[config.mk]
export PLATFORM = sky130hd
export DESIGN_NAME = gl1n_cell
export DESIGN_NICKNAME = d
export VERILOG_FILES = /design/src/hdl/gl1n_pkg.sv /design/src/hdl/gl1n_cell.sv
export SDC_FILE = /design/constraint.sdc
export NUM_CORES = 1
export LEC_CHECK = 0
export ABC_AREA = 1
export ABC_CLOCK_PERIOD_IN_PS = 2300
export BUFFER_PORTS_ARGS = -buffer_cell sky130_fd_sc_hd__buf_4
export CORE_AREA = 2 2 305 307
export DETAILED_ROUTE_END_ITERATION = 6
export DIE_AREA = 0 0 307 309
export PLACE_DENSITY = 0.58
export SLEW_MARGIN = 25
export SYNTH_ARGS = -nofsm -noshare
export SYNTH_HDL_FRONTEND = slang
export SYNTH_SLANG_ARGS = --single-unit
[constraint.sdc]
create_clock -name i_clk -period 2.3 [get_ports i_clk]
set_clock_uncertainty 0.1 [all_clocks]
set_input_delay 0.46 -clock i_clk [delete_from_list [all_inputs] [get_ports i_clk]]
set_output_delay 0.46 -clock i_clk [all_outputs]
set_load 0.02 [all_outputs]
[src/hdl/gl1n_pkg.sv]
// ----------------------------------------------------------------------------
// gl1n_pkg: shared types and constants for the grouped L1 command normalizer
// Word layouts of both channels and the fixed Q4.12 format.
// ----------------------------------------------------------------------------
package gl1n_pkg;

    localparam int unsigned WORD_BITS = 16;
    localparam int unsigned Q_FRAC    = 12;
    // |a|+|b|+|c| of three WORD_BITS values fits WORD_BITS+2 bits
    localparam int unsigned SUM_BITS  = WORD_BITS + 2;
    // magnitude shifted up by the fraction bits
    localparam int unsigned NUM_BITS  = WORD_BITS + Q_FRAC;
    // quotient never exceeds 1.0
    localparam int unsigned QUO_BITS  = Q_FRAC + 1;

    typedef struct packed {
        logic signed [WORD_BITS-1:0] yaw_in;
        logic signed [WORD_BITS-1:0] roll_in;
        logic signed [WORD_BITS-1:0] pitch_in;
        logic signed [WORD_BITS-1:0] surge_in;
        logic signed [WORD_BITS-1:0] sway_in;
        logic signed [WORD_BITS-1:0] heave_in;
    } t_cmd_in;

    typedef struct packed {
        logic signed [WORD_BITS-1:0] yaw_out;
        logic signed [WORD_BITS-1:0] roll_out;
        logic signed [WORD_BITS-1:0] pitch_out;
        logic signed [WORD_BITS-1:0] surge_out;
        logic signed [WORD_BITS-1:0] sway_out;
        logic signed [WORD_BITS-1:0] heave_out;
        logic                        planar_scaled;
        logic                        tilt_scaled;
    } t_cmd_out;

    // one axis travelling down the divider chain
    typedef struct packed {
        logic                  neg;
        logic [NUM_BITS-1:0]   rem;
        logic [QUO_BITS-1:0]   quo;
    } t_lane;

    // one group travelling down the divider chain
    typedef struct packed {
        logic                  scale;
        logic [SUM_BITS-1:0]   sum;
        logic [WORD_BITS-1:0]  raw0;
        logic [WORD_BITS-1:0]  raw1;
        logic [WORD_BITS-1:0]  raw2;
        t_lane                 l0;
        t_lane                 l1;
        t_lane                 l2;
    } t_grp;

    function automatic logic [WORD_BITS:0] mag(input logic signed [WORD_BITS-1:0] v);
        logic [WORD_BITS:0] e;
        e = {v[WORD_BITS-1], v};
        return v[WORD_BITS-1] ? (~e + 1'b1) : e;
    endfunction

endpackage

[src/hdl/gl1n_cell.sv]
// ----------------------------------------------------------------------------
// gl1n_cell: one quotient bit of restoring division for both groups
// Holds one item's partial remainders; hands them to the next cell.
// ----------------------------------------------------------------------------
module gl1n_cell
    import gl1n_pkg::*;
#(
    parameter int unsigned BIT_POS = 0
) (
    input  logic  i_clk,
    input  logic  i_rst_n,
    input  logic  i_en,
    input  logic  i_valid,
    input  t_grp  i_planar,
    input  t_grp  i_tilt,
    output logic  o_valid,
    output t_grp  o_planar,
    output t_grp  o_tilt
);

    logic r_valid;
    t_grp r_planar, r_tilt, n_planar, n_tilt;

    function automatic t_lane step(input t_lane l, input logic [SUM_BITS-1:0] d);
        t_lane              o;
        logic [NUM_BITS:0]  dsh;
        o   = l;
        dsh = {{(NUM_BITS+1-SUM_BITS){1'b0}}, d} << BIT_POS;
        if ({1'b0, l.rem} >= dsh) begin
            o.rem = NUM_BITS'({1'b0, l.rem} - dsh);
            o.quo[BIT_POS] = 1'b1;
        end
        return o;
    endfunction

    always_comb begin
        n_planar    = i_planar;
        n_tilt      = i_tilt;
        n_planar.l0 = step(i_planar.l0, i_planar.sum);
        n_planar.l1 = step(i_planar.l1, i_planar.sum);
        n_planar.l2 = step(i_planar.l2, i_planar.sum);
        n_tilt.l0   = step(i_tilt.l0, i_tilt.sum);
        n_tilt.l1   = step(i_tilt.l1, i_tilt.sum);
        n_tilt.l2   = step(i_tilt.l2, i_tilt.sum);
    end

    always_ff @(posedge i_clk) begin
        if (!i_rst_n) begin
            r_valid <= 1'b0;
        end else if (i_en) begin
            r_valid <= i_valid;
        end
        if (i_en) begin
            r_planar <= n_planar;
            r_tilt   <= n_tilt;
        end
    end

    assign o_valid  = r_valid;
    assign o_planar = r_planar;
    assign o_tilt   = r_tilt;

endmodule

==> run_results.csv <==
group,metric,value,unit
run_status,status,"complete, no violations",
sta,period_minus_slack,2.247,ns
route,firstDrtPassIters,5,
worst_setup_path,cp_common_cell,"nand2_1",
cells_and_area,design_area,38700,um2
worst_setup_path,end_kind,"register",
route,dr_total_vias,24890,
synth,ys_ff_latch,387,
synth,syn_inst,2905,
cells_and_area,syn_to_final_growth,64.79,%
global_route,grt_overflow,0,
sta,finalMaxSlewViolations,0,
route,wl_per_cell,18.24,um
power_and_ir_drop,max-vdd-ir-drop,526.1,uV
clock_tree,clock-root-buffer,"clkbuf_16",
cells_and_area,fill_cells,9114,
worst_setup_path,r2r_cells,3,
sta,hold_ws,0.04267,ns
worst_setup_path,critPathKind,"input port to register",
synth,syn_area,23480,um2
clock_tree,clk_pin_slew,0.06,ns
cells_and_area,drive_gt1_share,32.82,%
placed_design,portBuffers,776,
synth,synth_edf_count,386,
min_path,min_path_type,"input port to register",
worst_setup_path,r2r_slack,0.98,ns
clock_tree,cts_buffer_depth,3,
synth,ys_seq_area_share,49.45,%
floorplan,rows,111,
synth,synth_ff_type,"edfxtp_1",
worst_setup_path,critPathMaxFanout,14,
worst_setup_path,worstSetupStartpointType,"input port",
floorplan,ioPinCount,777,
global_route,grt_start_max_net_pins,69,
sta,hold_violations,0,
floorplan,core,91390,um2
route,drtIter0Drc,1628,
floorplan,die_w,307,um
sta,setup_viol,0,
sta,layout_setup_ws,0.05252,ns
route,postRouteAntennaNets,0,
clock_tree,htreeDepth,2,
route,routed_wl,103600,um
floorplan,initial_core_util,25.70,%
cells_and_area,final_nets,4953,
sta,rsz0062_at_grt,"true",
worst_setup_path,worstPathRequired,2.64,ns
synth,synth_cell_types,34,
synth,synthArstFlopShare,0,%
worst_setup_path,arrival,2.58,ns
power_and_ir_drop,p_leak,18.94,nW
synth,synth_nets,3409,
placed_design,placedCellCount,5351,
synth,ys_warn_count,0,
placed_design,placed_cell_area,34750,um2
floorplan,dieArea,94860,um2
sta,finalCritPeriodShare,97.72,%
route,drc,0,
route,drt-vias-per-instance,4.382,
worst_setup_path,max_stage_delay,0.54,ns
min_path,min_path_cells,3,
sta,tightest_slew,0.4256,ns
cells_and_area,finalNonFillerCells,5679,
clock_tree,cts_buffers,48,
clock_tree,tritoncts,"built",
global_route,grt_pass1_wl,147900,um
floorplan,die_y,309,um
power_and_ir_drop,power,23.37,mW
clock_tree,clock_latency,0.63,ns
worst_setup_path,slowest_stage,"dlygate4sd3_1",
power_and_ir_drop,powerDensity,603.9,nW/um2
sta,max_slew_margin,71.63,%
synth,yosysTopAreaCell,"edfxtp_1",
global_route,grt_pass1_vias,24420,
placed_design,post-dp-hpwl,85070,um
worst_setup_path,path_cells,"dlygate4sd3_1 -> buf_4 -> ha_4 -> nand2_1 -> inv_1 -> nand2_2 -> nor2_2 -> nand3_1 -> nand2_1 -> nor2_1 -> nand2_1 -> inv_2 -> buf_12 -> a21oi_1",
global_route,grt_util_all_layers,20.96,%
run,drv_cap,0,
clock_tree,clkSinkCount,387,
placed_design,gp_congestion,0.9658,
synth,syn_area_per_cell,8.083,um2
synth,yosysTopAreaCellShare,49.36,%
global_route,antenna_found_initial,21,
synth,synthTopCellsByArea,"edfxtp_1, nand2_1, inv_1",
sta,max_freq,0.4449,GHz
placed_design,place_ws,-0.4574,ns
==> cell usage after synthesis (4+ instances only) <==
| master | count |
|---|---|
| fa_1 | 6 |
| nor2_2 | 14 |
| xnor2_1 | 44 |
| and3_1 | 4 |
| nand3_1 | 201 |
| o21ai_0 | 36 |
| or2_2 | 12 |
| edfxtp_1 | 386 |
| nand2_1 | 1046 |
| a21oi_2 | 24 |
| nand3b_1 | 31 |
| inv_1 | 498 |
| buf_6 | 10 |
| nand4_1 | 42 |
| nand2_2 | 6 |
| o21ai_1 | 49 |
| ha_1 | 108 |
| inv_2 | 15 |
| a21oi_1 | 69 |
| xor2_1 | 20 |
| nor3_1 | 14 |
| nor2_1 | 238 |
| buf_2 | 14 |
==> power breakdown <==
part	switching (mW)	internal (mW)
logic	3.91	3.24
clock network	3.23	4.04
registers	0.302	8.65
==> final cells by class <==
cell class,count,area (um2),area share [%]
clock buffer,59,1264,3.266
inverter,514,1934,4.999
sequential,387,11610,30.01
antenna,8,20.02,0.05173
tap,1186,1484,3.835
multi-input combinational,1979,9897,25.58
timing repair buffer,1519,12270,31.71
clock inverter,27,217.7,0.5626
==> cell usage in the layout, fill, tap and decap left out, types with 7 or more instances in the layout <==
cell           count
clkinv_1           7
inv_2             18
nor3_1            14
clkinv_2           7
or2_2             12
nand3_1          195
nor2_1           233
ha_1             102
nand2_2           12
diode_2            8
nand3b_1          31
nand4_1           42
xor2_1            20
edfxtp_1         386
nor2_2            19
o21ai_0           35
a21oi_2           27
xnor2_1           44
o21ai_1           49
dlygate4sd3_1    231
inv_1            494
clkbuf_1          10
clkbuf_16         50
a21oi_1           66
buf_12            21
buf_4           1265
nand3_2            8
nand2_1         1039
==> path summary, 6_finish.rpt <==
check | start | endpoint
setup / recovery | i_planar[27] | o_planar[36]$_DFFE_PP_
hold / removal | i_tilt[16] | o_tilt[16]$_DFFE_PP_
setup reg to reg | o_valid$_SDFFE_PN0P_ | o_valid$_SDFFE_PN0P_
hold reg to reg | o_valid$_SDFFE_PN0P_ | o_valid$_SDFFE_PN0P_
==> metal layers <==
layer | part of all wire [%] | vias up | GRT usage (%) | routed length [um]
met1 | 42 | 11350 | 25.77 | 43110
li1 | - | 12420 | - | -
met2 | 47 | 917 | 35.04 | 48200
met3 | 8.1 | 181 | 5.803 | 8412
met4 | 3.6 | 22 | 7.714 | 3729
met5 | 0.14 | - | 0 | 144
==> critical path, delay by kind of cell <==
kind                       cells  cell delay, ns
buffers and inverters          5            1.04
and+or+nand+nor                7            0.60
adders and majority gates      1            0.25
AOI/OAI and AO/OA              1            0.23
==> state kept, by name (all words and copies together) (netlist names) <==
name and cells:
o_planar 193, o_valid 1, o_tilt 193
==> timing repair <==
action | in CTS | in global routing
endpoints found under the hold margin | 229 | 1
setup buffers | 0 | 2
hold buffers | 230 | 1
resized for setup | 0 | 21
endpoints found under the setup margin | 0 | 77
==> logic make-up after synthesis <==
kind of cell             Yosys count  synth area share, %
flip-flops                       387                49.45
XOR/XNOR                          64                2.387
buffers and inverters            539                9.037
adder cells (fa/ha/maj)          114                6.266
AND/OR/NAND/NOR                 1618                28.52
AO/OA/AOI/OAI                    183                4.348
==> metrics by stage <==
stage                     utilization (%)  TNS (ns)
final                               42.35         0
after global routing                42.35   -0.1011
after CTS                           42.17         0
after detailed placement            38.03    -56.09
after global placement              38.03    -55.06
after floorplan                         -         0
(Power assumes the default switching activity.)
